[src/rtl/core/ibld_pkg.sv]
`timescale 1ns / 1ps
// ----------------------------------------------------------------------------
// ibld_pkg: shared types and constants of the inline button ladder debouncer
// Widths of the sample, millivolt and threshold fields, button classes,
// register indexes and register reset values.
// ----------------------------------------------------------------------------
package ibld_pkg;

  localparam int unsigned SAMPLE_W = 16;
  localparam int unsigned MV_W     = 26;
  localparam int unsigned QUOT_W   = 25;   // magnitude of 738 * sample
  localparam int unsigned GAIN_W   = 16;
  localparam int unsigned DIVS_W   = 15;   // magnitude of a positive gain
  localparam int unsigned TGT_W    = 12;
  localparam int unsigned BAND_W   = 10;
  localparam int unsigned LIM_W    = 4;
  localparam int unsigned CNT_W    = $clog2(QUOT_W);
  localparam int unsigned SCALE_W  = 10;
  localparam int unsigned REG_IDX_W = 3;
  localparam int unsigned REG_DAT_W = 16;

  localparam logic [SCALE_W-1:0] MV_SCALE = 10'd738;

  typedef enum logic [1:0] {
    CLS_NONE     = 2'd0,
    CLS_CENTER   = 2'd1,
    CLS_VOL_UP   = 2'd2,
    CLS_VOL_DOWN = 2'd3
  } class_e;

  typedef enum logic [REG_IDX_W-1:0] {
    REG_ENABLED     = 3'd0,
    REG_GAIN_K      = 3'd1,
    REG_CENTER_MV   = 3'd2,
    REG_VOL_UP_MV   = 3'd3,
    REG_VOL_DOWN_MV = 3'd4,
    REG_BAND_MV     = 3'd5,
    REG_DEB_LIMIT   = 3'd6
  } reg_idx_e;

  localparam logic [TGT_W-1:0]  CENTER_RST   = 12'd775;
  localparam logic [TGT_W-1:0]  VOL_UP_RST   = 12'd865;
  localparam logic [TGT_W-1:0]  VOL_DOWN_RST = 12'd938;
  localparam logic [BAND_W-1:0] BAND_RST     = 10'd35;
  localparam logic [LIM_W-1:0]  LIMIT_RST    = 4'd2;

  // Classifier and debounce settings
  typedef struct packed {
    logic [TGT_W-1:0]  center;
    logic [TGT_W-1:0]  vol_up;
    logic [TGT_W-1:0]  vol_down;
    logic [BAND_W-1:0] band;
    logic [LIM_W-1:0]  limit;
  } ibld_cfg_t;

endpackage

[src/rtl/core/inline_button_ladder_debouncer_core.sv]
`timescale 1ns / 1ps
// ----------------------------------------------------------------------------
// inline_button_ladder_debouncer_core: headset button decoder with debounce
// Converts an ADC poll to millivolts, classifies it and debounces the class.
// ----------------------------------------------------------------------------
// One poll is in work at a time. A valid poll runs the 25-step radix-2
// divider that forms 738*|sample|/gain, then the fix, class and done states;
// a poll seen while disabled or with non-positive gain goes straight to done.
// The result sits in an output register, so the next poll is taken while it
// waits; a stalled output holds the block at the end of the following poll.
// ----------------------------------------------------------------------------
module inline_button_ladder_debouncer_core import ibld_pkg::*; (
  input  logic                     clk_i,
  input  logic                     rst_ni,
  input  logic                     cfg_we_i,
  input  logic [REG_IDX_W-1:0]     cfg_idx_i,
  input  logic [REG_DAT_W-1:0]     cfg_wdata_i,
  input  logic                     in_valid_i,
  output logic                     in_stall_o,
  input  logic signed [SAMPLE_W-1:0] aux_sample_i,
  output logic                     out_valid_o,
  input  logic                     out_stall_i,
  output logic [1:0]               pressed_o,
  output logic                     status_o,
  output logic signed [MV_W-1:0]   measured_mv_o
);

  typedef enum logic [4:0] {
    ST_IDLE  = 5'b00001,
    ST_DIV   = 5'b00010,
    ST_FIX   = 5'b00100,
    ST_CLASS = 5'b01000,
    ST_DONE  = 5'b10000
  } state_e;

  state_e                 state_q, state_d;
  logic                   enabled_q;
  logic [GAIN_W-1:0]      gain_q;
  ibld_cfg_t              cfg_q;
  logic                   invalid_q;
  logic                   neg_q;
  logic signed [MV_W-1:0] mv_q;
  logic                   out_valid_q, out_valid_d;
  logic [1:0]             pressed_q;
  logic                   status_q;
  logic signed [MV_W-1:0] out_mv_q;

  logic                   in_xfer;
  logic                   invalid_now;
  logic [SAMPLE_W-1:0]    mag;
  logic [MV_W-1:0]        prod;
  logic                   div_start;
  logic                   div_done;
  logic [QUOT_W-1:0]      quot;
  logic                   out_free;
  logic                   load_out;
  logic                   commit;
  class_e                 press;

  // Configuration registers
  always_ff @(posedge clk_i or negedge rst_ni) begin
    if (!rst_ni) begin
      enabled_q      <= 1'b0;
      gain_q         <= '0;
      cfg_q.center   <= CENTER_RST;
      cfg_q.vol_up   <= VOL_UP_RST;
      cfg_q.vol_down <= VOL_DOWN_RST;
      cfg_q.band     <= BAND_RST;
      cfg_q.limit    <= LIMIT_RST;
    end else if (cfg_we_i) begin
      case (cfg_idx_i)
        REG_ENABLED:     enabled_q      <= cfg_wdata_i[0];
        REG_GAIN_K:      gain_q         <= cfg_wdata_i[GAIN_W-1:0];
        REG_CENTER_MV:   cfg_q.center   <= cfg_wdata_i[TGT_W-1:0];
        REG_VOL_UP_MV:   cfg_q.vol_up   <= cfg_wdata_i[TGT_W-1:0];
        REG_VOL_DOWN_MV: cfg_q.vol_down <= cfg_wdata_i[TGT_W-1:0];
        REG_BAND_MV:     cfg_q.band     <= cfg_wdata_i[BAND_W-1:0];
        REG_DEB_LIMIT:   cfg_q.limit    <= cfg_wdata_i[LIM_W-1:0];
        default: ;
      endcase
    end
  end

  assign in_stall_o  = (state_q != ST_IDLE);
  assign in_xfer     = in_valid_i && !in_stall_o;
  assign invalid_now = !enabled_q || gain_q[GAIN_W-1] || (gain_q == '0);

  assign mag  = aux_sample_i[SAMPLE_W-1] ? (~aux_sample_i + SAMPLE_W'(1))
                                         : aux_sample_i;
  assign prod = MV_W'(mag) * MV_W'(MV_SCALE);

  assign div_start = in_xfer && !invalid_now;
  assign out_free  = !out_valid_q || !out_stall_i;
  assign load_out  = (state_q == ST_DONE) && out_free;
  assign commit    = load_out && !invalid_q;

  ibld_div u_div (
    .clk_i      (clk_i),
    .rst_ni     (rst_ni),
    .start_i    (div_start),
    .dividend_i (prod[QUOT_W-1:0]),
    .divisor_i  (gain_q[DIVS_W-1:0]),
    .done_o     (div_done),
    .quot_o     (quot)
  );

  ibld_class u_class (
    .clk_i    (clk_i),
    .rst_ni   (rst_ni),
    .cfg_i    (cfg_q),
    .mv_i     (mv_q),
    .load_i   (state_q == ST_CLASS),
    .commit_i (commit),
    .press_o  (press)
  );

  always_comb begin
    state_d = state_q;
    case (state_q)
      ST_IDLE: begin
        if (in_xfer) begin
          state_d = invalid_now ? ST_DONE : ST_DIV;
        end
      end
      ST_DIV: begin
        if (div_done) begin
          state_d = ST_FIX;
        end
      end
      ST_FIX:   state_d = ST_CLASS;
      ST_CLASS: state_d = ST_DONE;
      ST_DONE: begin
        if (out_free) begin
          state_d = ST_IDLE;
        end
      end
      default: state_d = ST_IDLE;
    endcase
  end

  always_ff @(posedge clk_i or negedge rst_ni) begin
    if (!rst_ni) begin
      state_q <= ST_IDLE;
    end else begin
      state_q <= state_d;
    end
  end

  // Item payload: sign and quotient, then the signed reading
  logic [QUOT_W-1:0] quot_hold_q;

  always_ff @(posedge clk_i) begin
    if (in_xfer) begin
      invalid_q <= invalid_now;
      neg_q     <= aux_sample_i[SAMPLE_W-1];
    end
    if (div_done) begin
      quot_hold_q <= quot;
    end
    if (state_q == ST_FIX) begin
      mv_q <= neg_q ? (MV_W'(0) - MV_W'(quot_hold_q)) : MV_W'(quot_hold_q);
    end
  end

  // Output register
  assign out_valid_d = load_out ? 1'b1 : (out_valid_q && out_stall_i);

  always_ff @(posedge clk_i or negedge rst_ni) begin
    if (!rst_ni) begin
      out_valid_q <= 1'b0;
    end else begin
      out_valid_q <= out_valid_d;
    end
  end

  always_ff @(posedge clk_i) begin
    if (load_out) begin
      pressed_q <= invalid_q ? CLS_NONE : press;
      status_q  <= invalid_q;
      out_mv_q  <= invalid_q ? '0 : mv_q;
    end
  end

  assign out_valid_o   = out_valid_q;
  assign pressed_o     = pressed_q;
  assign status_o      = status_q;
  assign measured_mv_o = out_mv_q;

  a_done_in_div: assert property (@(posedge clk_i) disable iff (!rst_ni)
    div_done |-> (state_q == ST_DIV)) else $error("divider done outside divide");

  a_out_from_done: assert property (@(posedge clk_i) disable iff (!rst_ni)
    $rose(out_valid_q) |-> $past(state_q == ST_DONE))
    else $error("result loaded outside done state");

  a_invalid_zero: assert property (@(posedge clk_i) disable iff (!rst_ni)
    (out_valid_o && status_o) |-> (measured_mv_o == '0 && pressed_o == CLS_NONE))
    else $error("invalid result with nonzero payload");

endmodule

[src/rtl/core/ibld_div.sv]
`timescale 1ns / 1ps
// ----------------------------------------------------------------------------
// ibld_div: bit-serial restoring divider
// Shifts the dividend out of the top of a shift register and the quotient
// bits in at the bottom, one quotient bit per cycle.
// ----------------------------------------------------------------------------
module ibld_div import ibld_pkg::*; (
  input  logic              clk_i,
  input  logic              rst_ni,
  input  logic              start_i,
  input  logic [QUOT_W-1:0] dividend_i,
  input  logic [DIVS_W-1:0] divisor_i,
  output logic              done_o,
  output logic [QUOT_W-1:0] quot_o
);

  logic              busy_q, busy_d;
  logic [CNT_W-1:0]  cnt_q, cnt_d;
  logic [DIVS_W-1:0] rem_q;
  logic [QUOT_W-1:0] quot_q;
  logic [DIVS_W:0]   trial;
  logic [DIVS_W:0]   diff;
  logic              ge;
  logic              last;

  assign trial = {rem_q, quot_q[QUOT_W-1]};
  assign diff  = trial - {1'b0, divisor_i};
  assign ge    = trial >= {1'b0, divisor_i};
  assign last  = (cnt_q == CNT_W'(QUOT_W - 1));

  assign done_o = busy_q && last;
  assign quot_o = {quot_q[QUOT_W-2:0], ge};

  always_comb begin
    busy_d = busy_q;
    cnt_d  = cnt_q;
    if (start_i) begin
      busy_d = 1'b1;
      cnt_d  = '0;
    end else if (busy_q) begin
      cnt_d = cnt_q + CNT_W'(1);
      if (last) begin
        busy_d = 1'b0;
      end
    end
  end

  always_ff @(posedge clk_i or negedge rst_ni) begin
    if (!rst_ni) begin
      busy_q <= 1'b0;
      cnt_q  <= '0;
    end else begin
      busy_q <= busy_d;
      cnt_q  <= cnt_d;
    end
  end

  always_ff @(posedge clk_i) begin
    if (start_i) begin
      rem_q  <= '0;
      quot_q <= dividend_i;
    end else if (busy_q) begin
      rem_q  <= ge ? diff[DIVS_W-1:0] : trial[DIVS_W-1:0];
      quot_q <= {quot_q[QUOT_W-2:0], ge};
    end
  end

  a_done_ends_busy: assert property (@(posedge clk_i) disable iff (!rst_ni)
    done_o |=> !busy_q) else $error("divider still busy after done");

  a_no_restart: assert property (@(posedge clk_i) disable iff (!rst_ni)
    start_i |-> !busy_q) else $error("divider started while busy");

endmodule

[src/rtl/core/ibld_class.sv]
`timescale 1ns / 1ps
// ----------------------------------------------------------------------------
// ibld_class: button classifier and debounce state
// Registers the class of a millivolt reading, then advances the debounce
// state and reports a press when a new stable class is believed.
// ----------------------------------------------------------------------------
module ibld_class import ibld_pkg::*; (
  input  logic                   clk_i,
  input  logic                   rst_ni,
  input  ibld_cfg_t              cfg_i,
  input  logic signed [MV_W-1:0] mv_i,
  input  logic                   load_i,
  input  logic                   commit_i,
  output class_e                 press_o
);

  class_e           cls_q, cls_d;
  class_e           stable_q, stable_d;
  class_e           pending_q, pending_d;
  logic [LIM_W-1:0] streak_q, streak_d;

  function automatic logic in_band(input logic signed [MV_W-1:0] mv,
                                   input logic [TGT_W-1:0] tgt,
                                   input logic [BAND_W-1:0] band);
    logic signed [MV_W-1:0] lo;
    logic signed [MV_W-1:0] hi;
    lo = $signed({{(MV_W-TGT_W){1'b0}}, tgt}) - $signed({{(MV_W-BAND_W){1'b0}}, band});
    hi = $signed({{(MV_W-TGT_W){1'b0}}, tgt}) + $signed({{(MV_W-BAND_W){1'b0}}, band});
    return (mv >= lo) && (mv <= hi);
  endfunction

  always_comb begin
    if (in_band(mv_i, cfg_i.center, cfg_i.band)) begin
      cls_d = CLS_CENTER;
    end else if (in_band(mv_i, cfg_i.vol_up, cfg_i.band)) begin
      cls_d = CLS_VOL_UP;
    end else if (in_band(mv_i, cfg_i.vol_down, cfg_i.band)) begin
      cls_d = CLS_VOL_DOWN;
    end else begin
      cls_d = CLS_NONE;
    end
  end

  always_comb begin
    stable_d  = stable_q;
    pending_d = pending_q;
    streak_d  = streak_q;
    press_o   = CLS_NONE;
    if (cls_q != pending_q) begin
      pending_d = cls_q;
      streak_d  = LIM_W'(1);
    end else if (streak_q < cfg_i.limit) begin
      streak_d = streak_q + LIM_W'(1);
    end else if (stable_q != pending_q) begin
      // a release reports none since pending is then none
      stable_d = pending_q;
      press_o  = pending_q;
    end
  end

  always_ff @(posedge clk_i) begin
    if (load_i) begin
      cls_q <= cls_d;
    end
  end

  always_ff @(posedge clk_i or negedge rst_ni) begin
    if (!rst_ni) begin
      stable_q  <= CLS_NONE;
      pending_q <= CLS_NONE;
      streak_q  <= '0;
    end else if (commit_i) begin
      stable_q  <= stable_d;
      pending_q <= pending_d;
      streak_q  <= streak_d;
    end
  end

endmodule
[config.mk]
export PLATFORM = sky130hd
export DESIGN_NAME = inline_button_ladder_debouncer_core
export DESIGN_NICKNAME = d
export VERILOG_FILES = /design/src/rtl/core/ibld_pkg.sv /design/src/rtl/core/inline_button_ladder_debouncer_core.sv /design/src/rtl/core/ibld_div.sv /design/src/rtl/core/ibld_class.sv
export SDC_FILE = /design/constraint.sdc
export NUM_CORES = 1
export LEC_CHECK = 0
export ABC_AREA = 1
export BUFFER_PORTS_ARGS = -buffer_cell sky130_fd_sc_hd__buf_2
export CAP_MARGIN = 10
export CORE_ASPECT_RATIO = 0.8
export CORE_UTILIZATION = 55
export DETAILED_ROUTE_END_ITERATION = 16
export GPL_TIMING_DRIVEN = 0
export PLACE_DENSITY_LB_ADDON = 0.2
export SLEW_MARGIN = 40
export SYNTH_ARGS = -nofsm -noshare
export SYNTH_HDL_FRONTEND = slang
export SYNTH_SLANG_ARGS = --single-unit
[constraint.sdc]
create_clock -name clk_i -period 5.7 [get_ports clk_i]
set_input_delay 0.285 -clock clk_i [delete_from_list [all_inputs] [get_ports clk_i]]
set_output_delay 0.285 -clock clk_i [all_outputs]
set_load 0.005 [all_outputs]
## Yosys cells after proc, flatten, opt, wreduce, memory -nomap -nowiden

Cells that the tools add are included.

- Order comparisons: 8
- Reductions and logical operators: 34
- Eq/ne operators: 18
- Add/subtract/negate cells: 11
- Mux-type cells: 20
- Bitwise gates (word level): 4
- Multipliers: 1

Operator list:

| operator | count |
|---|---|
| $ge 26x26->1 | 3 |
| $le 26x26->1 | 3 |
| $mux 25 | 3 |
| $add 12x10->13 | 3 |
| $sub 12x10->13 | 3 |
| $mux 5 | 6 |
| $sub 1x25->26 const A | 1 |
| $pmux 5 s5 | 1 |
| $mul 16x9->24 const B | 1 |
| $reduce_and 2->1 | 9 |
| $add 16x2->16 const B | 1 |
| $ge 16x15->1 | 1 |
| $logic_not 16->1 | 1 |
| $mux 16 | 1 |
| $not 16->16 | 1 |
| $mux 15 | 1 |
| $sub 15x15->15 | 1 |
| $eq 5x5->1 const B | 2 |
| $eq 3x3->1 const B | 3 |
| $logic_and 1x1->1 | 9 |
| $mux 4 | 2 |
| $eq 3x2->1 const B | 2 |
| $logic_not 1->1 | 6 |
| $ne 2x2->1 const B | 3 |
| 19 further kinds | 29 |

- Bits of input ports: 40
- Register bits: 211
- Word-level logic and storage cells: 122
- Output and inout port bits: 31

## Longest topological paths before layout

Gate-level depths: netlist of the first run.

- Depth after elaboration: 6
- Depth in mapped cells: 25
- Depth with buffers taken out: 25

## By module

Synthesis of the first run repeated with hierarchy kept, for this count alone.

- Cell total of the unflattened synthesis: 2430
- Area, all modules: 19013.2 um2

Modules (own cells, without submodules):

| module | sequential area each (um2) | times used | cells each | area an instance (um2) |
|---|---|---|---|---|
| inline_button_ladder_debouncer_core | 4315.4 | 1 | 995 | 9237.6 |
| ibld_class | 260.2 | 1 | 960 | 6449.9 |
| ibld_div | 1201.2 | 1 | 475 | 3325.7 |

## Least setup slack after synthesis of the first run

No wires, ideal clock.

- Kind: input -> register
- Start: input aux_sample_i[0]
- End: register u_div.quot_q[22] (data pin)
- Stages on the path: 21
- Setup time: 0.257 ns
- Slack: 1.026 ns
- Arrival: 4.417 ns
- Path buffers: 0
- Required time: 5.443 ns
- Cell sequence: inv_1 ha_1 inv_1 nor3_2 nand4_1 o21ai_0 xnor2_1 ha_1 fa_1 fa_1 inv_1 fa_1 inv_1 ha_1 a21oi_1 a21boi_0 nor3_1 nor3_1 nand3_1 nand2_1 o21ai_1

- Longest elaborated chain between the ends: 5

RTL lines:

| item | line | text |
|---|---|---|
| start, declared | inline_button_ladder_debouncer_core.sv:20 | `input logic signed [SAMPLE_W-1:0] aux_sample_i,` |
| $not 16->16 | inline_button_ladder_debouncer_core.sv:88 | `assign mag = aux_sample_i[SAMPLE_W-1] ? (~aux_sample_i + SAMPLE_W'(1))` |
| $add 16x2->16 | inline_button_ladder_debouncer_core.sv:88 |  |
| $mux 16 * | inline_button_ladder_debouncer_core.sv:88 |  |
| $mul 16x9->24 * | inline_button_ladder_debouncer_core.sv:90 | `assign prod = MV_W'(mag) * MV_W'(MV_SCALE);` |
| $mux 25 * | ibld_div.sv:59 | `if (start_i) begin` |
| end signal, assigned | ibld_div.sv:61 | `quot_q <= dividend_i;` |
| end signal, assigned | ibld_div.sv:64 | `quot_q <= {quot_q[QUOT_W-2:0], ge};` |
| end, declared | ibld_div.sv:20 | `logic [QUOT_W-1:0] quot_q;` |

Every way passes the cells marked *; elsewhere a longest branch is shown, timed or not.
A chain may end at the register's enable or synchronous reset.

## Final worst setup path of the first run

- Start: input aux_sample_i[15]
- End: register u_div.quot_q[21] (data pin)

The elaborated chain is that of the path after synthesis.

==> results of run 1 <==
==> Yosys cell counts, drive strengths merged (3+ instances only) <==
cell      n
nor2    185
nand3b    7
a21o     12
buf      13
dfxtp    16
o31ai     9
nor4     12
o21a      3
a22o      7
inv     330
nand2   444
xnor2    26
o21ai   159
o211ai    5
xor2     98
o21bai    8
nand4    37
nor3     36
ha      263
dfstp    21
a31oi     6
or2       6
nand3    91
a21oi   148
edfxtp  108
clkbuf   30
fa       44
dfrtp    66
==> cells by family after synthesis <==
| kind of cell | after synthesis |
|---|---|
| xor gates and xnor gates | 124 |
| AOI/OAI and AO/OA | 368 |
| adders and majority gates | 307 |
| muxes | 1 |
| and+or+nand+nor | 821 |
| buffers and inverters | 373 |
| DFF | 211 |
==> worst min path at each step <==
stage	cells past startpoint	startpoint	to	slack, ns
3_3_place_gp	0	u_div.quot_q[1]	quot_hold_q[2]	0.44
3_5_place_dp	1	rst_ni	u_class.pending_q[0]	0.28
6_report	3	cfg_wdata_i[14]	gain_q[14]	0.01
2_1_floorplan	0	rst_ni	cfg_q[0]	-0.01
4_1_cts	3	cfg_wdata_i[14]	gain_q[14]	0.005
5_1_grt	3	cfg_wdata_i[13]	gain_q[13]	0.02
==> cell usage in the layout, fill, tap and decap left out, types with 11 or more instances in the layout <==
cell type	Yosys	routed
nand2_1	436	436
inv_1	325	324
ha_1	263	263
nor2_1	181	180
a21oi_1	146	146
o21ai_0	133	133
edfxtp_1	108	108
xor2_1	95	95
nand3_1	89	89
buf_2	9	83
dfrtp_1	66	66
fa_1	44	44
nand4_1	36	36
clkbuf_1	30	34
nor3_1	32	32
clkbuf_16	0	27
xnor2_1	26	26
o21ai_1	22	22
dfstp_2	21	21
dfxtp_1	16	16
a21o_1	12	12
nor4_1	12	11
==> cell type report <==
| cell class | instances | area share (%) |
|---|---|---|
| sequential | 211 | 29.0 |
| clock buffer | 31 | 3.48 |
| tap | 420 | 2.65 |
| inverter | 330 | 6.24 |
| timing repair buffer | 82 | 2.35 |
| clock inverter | 12 | 0.529 |
| buffer | 43 | 1.00 |
| multi-input combinational | 1621 | 54.7 |
==> layer usage <==
layer | share of wire (%) | up-vias
met5 | 0 | -
met3 | 5.7 | 77
met4 | 2.5 | 0
li1 | - | 7530
met2 | 44 | 400
met1 | 47 | 6942
==> worst min-delay path, stage by stage <==
cell and delay (ns):
buf_2 0.08, nor2_1 0.04, a21oi_1 0.10
==> power groups by stage <==
stage	Sequential, mW	Combinational, mW	Clock (mW)
after floorplan	2.30	4.28	0
after global placement	2.39	5.41	0
after detailed placement	2.40	5.57	0
after CTS	2.38	5.61	1.59
after global routing	2.42	6.44	1.65
final	2.38	5.63	1.56
==> per-stage QoR <==
stage	power, mW	util, %
2_1_floorplan	6.59	-
3_3_place_gp	7.80	59.4
3_5_place_dp	7.97	59.7
4_1_cts	9.58	62.3
5_1_grt	10.5	62.3
6_report	9.57	62.3
==> registers in the layout, summed over array words and instances, names as in the netlist <==
name,count
cfg_q,50
enabled_q,1
gain_q,16
invalid_q,1
measured_mv_o,26
mv_q,26
neg_q,1
out_valid_o,1
pressed_o,2
quot_hold_q,25
state_q,5
status_o,1
u_class.cls_q,2
u_class.pending_q,2
u_class.stable_q,2
u_class.streak_q,4
u_div.busy_q,1
u_div.cnt_q,5
u_div.quot_q,25
u_div.rem_q,15
==> impl_metrics.yaml, run 1 <==
outcome:
  status: "finished, final reports clean"
worst_setup_path:
  worstSetupStartpointType: "input pin"
  crit_family: "adder cells"
  arrival_ns: 5.61
  crit_cells: 18
  reg2reg_slack_ns: 1.08
  cp_max_fo: 10
  r2r_cells: 20
  critical_path.max_stage_delay_ns: 0.62
  cp.required_ns: 5.97
  critPathLaunch: "aux_sample_i[15]"
  endpoint_kind: "flop"
  crit_path_frequent_cell: "o21ai_0"
  critPathCapture: "u_div.quot_q[21]"
  cp_slowest_cell: "xnor2_1"
  r2r_start: "cfg_q[5]"
  rr_endpoint: "u_class.cls_q[0]"
  critPathBufInv: 5
  path_cells: "dlygate4sd3_1 > buf_2 > clkbuf_1 > o21ai_0 > xnor2_1 > ha_1 > fa_1 > fa_1 > inv_1 > fa_1 > inv_1 > ha_1 > a21oi_1 > o21ai_0 > a21oi_1 > o21ai_0 > o21ai_0 > nand2_1"
  crit_type: "input pin to flop"
global_route:
  grtUsageTotal_pct: 27.1
  grt_max_degree: 56
  overflow: 0
  met1_usage_pct: 37.7
  top_usage_layer: "met2"
  grt_pass1_vias: 14400
  antenna_found_initial: 0
  grt_first_pass_wirelength_mm: 71.7
  use_met2_pct: 43.9
  grt_use_met3_pct: 3.97
synth:
  netlist.area_leader.share_pct: 18.2
  yosysTopAreaCell: "ha_1"
  ys_warn_count: 0
  yosys_register_bits: 211
  synth_mux_area_share_pct: 0.0623
  avgSynthCellArea_um2: 8.19
  synth_fp_nets: 2552
  synthAdderAreaFrac_pct: 23.1
  synth_top_family_by_area: "adder cells"
  ys_top_cells_by_area: "ha_1, edfxtp_1, dfrtp_1"
  async_flop_share_pct: 41.2
  synth_seq_area_share_pct: 31.9
  synth_simple_gate_area_share_pct: 19.5
  ys_types: 60
  synth_edf_count: 108
  synthesis.area_um2: 18100
  yosys.area_share.xor_xnor_pct: 6.14
  ys.flop_type: "edfxtp_1"
  synth_compound_area_share_pct: 11.3
  syn_inst: 2205
placed_design:
  dp_cells: 2702
  dpl.hpwl_mm: 36.0
  io_buffers: 70
  place_ws_ns: 0.135
  placement.cell_area_um2: 19000
  place_congestion: 0.997
drt:
  via_count: 14900
  wirelength_mm: 44.6
  dr.pass1.iters: 5
  route.detailed.drc: 0
  ant_nets: 0
  vias_per_cell: 5.44
  wl_per_cell_um: 16.2
  drt_iter0_drc: 1038
cells_and_area:
  antenna_cells: 0
  fin_area_um2: 19900
  fill_cells: 2861
  final_nets: 2660
  seqCellArea_um2: 5770
  layout-drive-gt1-share_pct: 8.28
  finalNonFillerCells: 2750
  area_delta_synth_final_pct: 9.98
  multi_input_area_um2: 10900
cts:
  cts_tree: "yes"
  insertion_delay_ns: 0.55
  cts_sinks: 211
  cts-root-buf: "clkbuf_16"
  cts.clk_slew.worst_paths_ns: 0.06
  ctsHoldBuffers: 5
  cts_max_level: 1
  cts_buffers: 24
  post_cts.repair.setup_buffers: 0
  clock_path_buffers: 3
  cts_resized: 0
power_and_ir_drop:
  p_switching_mw: 4.46
  pwr-share-clk_pct: 16.3
  switching_share_pct: 46.6
  power-per-cell-area_nw_per_um2: 482
  internal_power_mw: 5.11
  ir_drop_mv: 0.310
  p_leak_nw: 9.96
  seq_power_share_pct: 24.9
  pwr-share-comb_pct: 58.8
floorplan:
  dieWidth_um: 205
  start_util_pct: 56.7
  rows: 58
  core_um2: 31900
  die-height_um: 164
  io_pins: 71
  dieArea_um2: 33600
timing:
  rsz0062_at_grt: "no"
  hold_viol: 0
  hold_slack_ns: 0.0105
  period_needed_ns: 5.34
  worst_slack_ns: 0.363
  skew_ns: 0.0269
  relSlewSlack_pct: 48.4
  period_share_pct: 93.6
  tightest_slew_ns: 0.772
  final_max_slew_viol_count: 0
  setup_tns_ns: 0
  fmax_ghz: 0.187
  finalSetupViolations: 0
min_path:
  hold_class: "input pin to flop"
flow_run:
  maxCapViolCount: 0
(Power assumes the default switching activity.)
==> run 2: changes to the inputs <==
Settings changed: SYNTH_HIERARCHICAL from default to 1.
==> impl_metrics.yaml, run 2 <==
min_path:
  hold_class: "input pin to flop"
  hold_depth: 3
worst_setup_path:
  cp_max_fo: 6
  critPathLaunch: "aux_sample_i[0]"
  r2r_cells: 20
  endpoint_kind: "flop"
  arrival_ns: 5.26
  cp.required_ns: 5.99
  r2r_start: "cfg_q[5]"
  crit_type: "input pin to flop"
  worstSetupStartpointType: "input pin"
  reg2reg_slack_ns: 0.87
  critPathCapture: "u_div/quot_q[23]"
  rr_endpoint: "u_class/cls_q[0]"
global_route:
  grtUsageTotal_pct: 27.1
  antenna_found_initial: 0
  grt_first_pass_wirelength_mm: 76.4
  grt_max_degree: 64
  grt_pass1_vias: 15000
  overflow: 0
cts:
  cts-root-buf: "clkbuf_16"
  insertion_delay_ns: 0.53
  cts_tree: "yes"
  clock_path_buffers: 3
  cts_sinks: 211
  cts_buffers: 23
  cts_resized: 0
  cts.clk_slew.worst_paths_ns: 0.06
  cts_max_level: 1
synth:
  synth_fp_nets: 2781
  yosys_register_bits: 211
  synth_top_cells_by_count: "nand2_1, inv_1, ha_1"
  netlist.area_leader.share_pct: 17.6
  ys_warn_count: 6
  avgSynthCellArea_um2: 7.82
  synth.most_common_cell: "nand2_1"
  yosysTopAreaCell: "ha_1"
  synthesis.area_um2: 19000
  syn_inst: 2430
  ys_top_cells_by_area: "ha_1, edfxtp_1, nand2_1"
  async_flop_share_pct: 41.2
  synth_seq_area_share_pct: 30.4
  synth_edf_count: 109
  ys_types: 61
  ys.flop_type: "edfxtp_1"
cells_and_area:
  layout-drive-gt1-share_pct: 9.69
  fin_area_um2: 20800
  area_delta_synth_final_pct: 9.50
  largest_reg_flops: 50
  final_nets: 2883
  finalNonFillerCells: 3015
  fin_util_pct: 61.5
  final_common_cell: "nand2_1"
  layout_common_cells: "nand2_1, inv_1, ha_1"
  regMostFlops: "cfg_q"
timing:
  relSlewSlack_pct: 45.8
  final_max_slew_viol_count: 0
  setup_tns_ns: 0
  period_share_pct: 87.2
  hold_viol: 0
  tightest_slew_ns: 0.807
  finalSetupViolations: 0
  period_needed_ns: 4.97
  skew_ns: 0.0131
  rsz0062_at_grt: "no"
  fmax_ghz: 0.201
power_and_ir_drop:
  ir_drop_mv: 0.429
  p_leak_nw: 10.7
  power_mw: 9.90
  power-per-cell-area_nw_per_um2: 476
drt:
  dr.pass1.iters: 6
  via_count: 16100
  vias_per_cell: 5.33
  ant_nets: 0
  route.detailed.drc: 0
  wirelength_mm: 47.2
  wl_per_cell_um: 15.7
  drt_iter0_drc: 1107
floorplan:
  start_util_pct: 56.2
  core_um2: 33900
  rows: 60
  dieArea_um2: 35300
  io_pins: 71
  dieWidth_um: 210
  die-height_um: 168
placed_design:
  placement.cell_area_um2: 20000
  dp_cells: 2968
  place_congestion: 0.948
  dpl.hpwl_mm: 38.3
  io_buffers: 70
flow_run:
  maxCapViolCount: 0
outcome:
  status: "finished, final reports clean"
[run 2: cell types whose count changed after synthesis, moves of 9 or more]
cell and delta:
a21oi_1 -27, buf_4 +27, inv_1 +46, o21ai_1 -15
nand2_1 +168, nor2_1 +20, nand3_1 +49, xnor2_1 -9
o21ai_0 -24
[run 2: worst max-delay path, stage by stage]
cell and delay (ns):
buf_2 0.16, inv_1 0.09, ha_1 0.17, inv_1 0.06
nor3_1 0.13, nand2_1 0.10, nand2_2 0.14, nand2_1 0.11
a21oi_2 0.17, xor2_1 0.50, ha_1 0.35, fa_1 0.46
fa_1 0.55, inv_1 0.05, fa_1 0.52, inv_1 0.04
ha_1 0.37, a21oi_1 0.34, o21ai_0 0.17, a21oi_1 0.21
nand2_1 0.08, nand2_1 0.06, nand2_1 0.04, nand2_1 0.05
nand2_1 0.05
[run 2: area by class of cell]
type,count,area [um2]
diodes,1,2.50
plain buffers,75,465
clock buffers,31,661
clock inverters,11,78.8
fillers,3100,13000
inverters,375,1410
multi-input cells,1769,11400
flip-flops and latches,211,5780
well taps,465,582
repair buffers,77,467
[run 2: how the worst min path moves through the flow]
stage                                from                    to  slack (ns)
after CTS                 cfg_wdata_i[14]            gain_q[14]        0.02
final                     cfg_wdata_i[14]            gain_q[14]        0.04
after global routing          out_stall_i           out_valid_o        0.06
after floorplan                    rst_ni              cfg_q[0]       -0.01
after detailed placement           rst_ni  u_class/pending_q[0]        0.18
after global placement     u_div/cnt_q[4]        u_div/cnt_q[4]        0.46
[run 2: layer usage]
| metal | wire, um | share of wire, % | track usage, % |
|---|---|---|---|
| met1 | 22100 | 47 | 38.5 |
| met2 | 21500 | 46 | 44.3 |
| met3 | 2890 | 6.1 | 3.73 |
| met4 | 723 | 1.5 | 4.63 |
| met5 | 0 | 0 | 0 |
[run 2: stage by stage]
| stage | setup WS, ns | hold slack [ns] |
|---|---|---|
| global route | 0.389 | 0.0578 |
| floorplan | 1.02 | -0.0106 |
| finish | 0.729 | 0.0385 |
| CTS | 0.782 | 0.0169 |
| detailed placement | 0.220 | 0.184 |
| global placement | 0.230 | 0.456 |
[run 2: cells by family after synthesis]
logic type,after synthesis,synth area share [%]
AO/OA/AOI/OAI,302,9.15
buffers and inverters,450,9.85
flip-flops,211,30.4
other,1,0.0197
adder cells (fa/ha/maj),311,22.2
multiplexers,3,0.178
XOR/XNOR,109,5.16
AND/OR/NAND/NOR,1043,23.1
[run 2: power by group]
group	internal [mW]	leakage [nW]	total [mW]	switching, mW
Combinational	2.33	8.14	6.02	3.69
Sequential	2.11	2.20	2.43	0.317
Clock	0.822	0.348	1.45	0.632
[run 2: what timing repair did]
action,CTS,global route
endpoints found under the setup margin,0,0
setup buffers,0,0
hold buffers,4,0
hold endpoints to repair,72,0
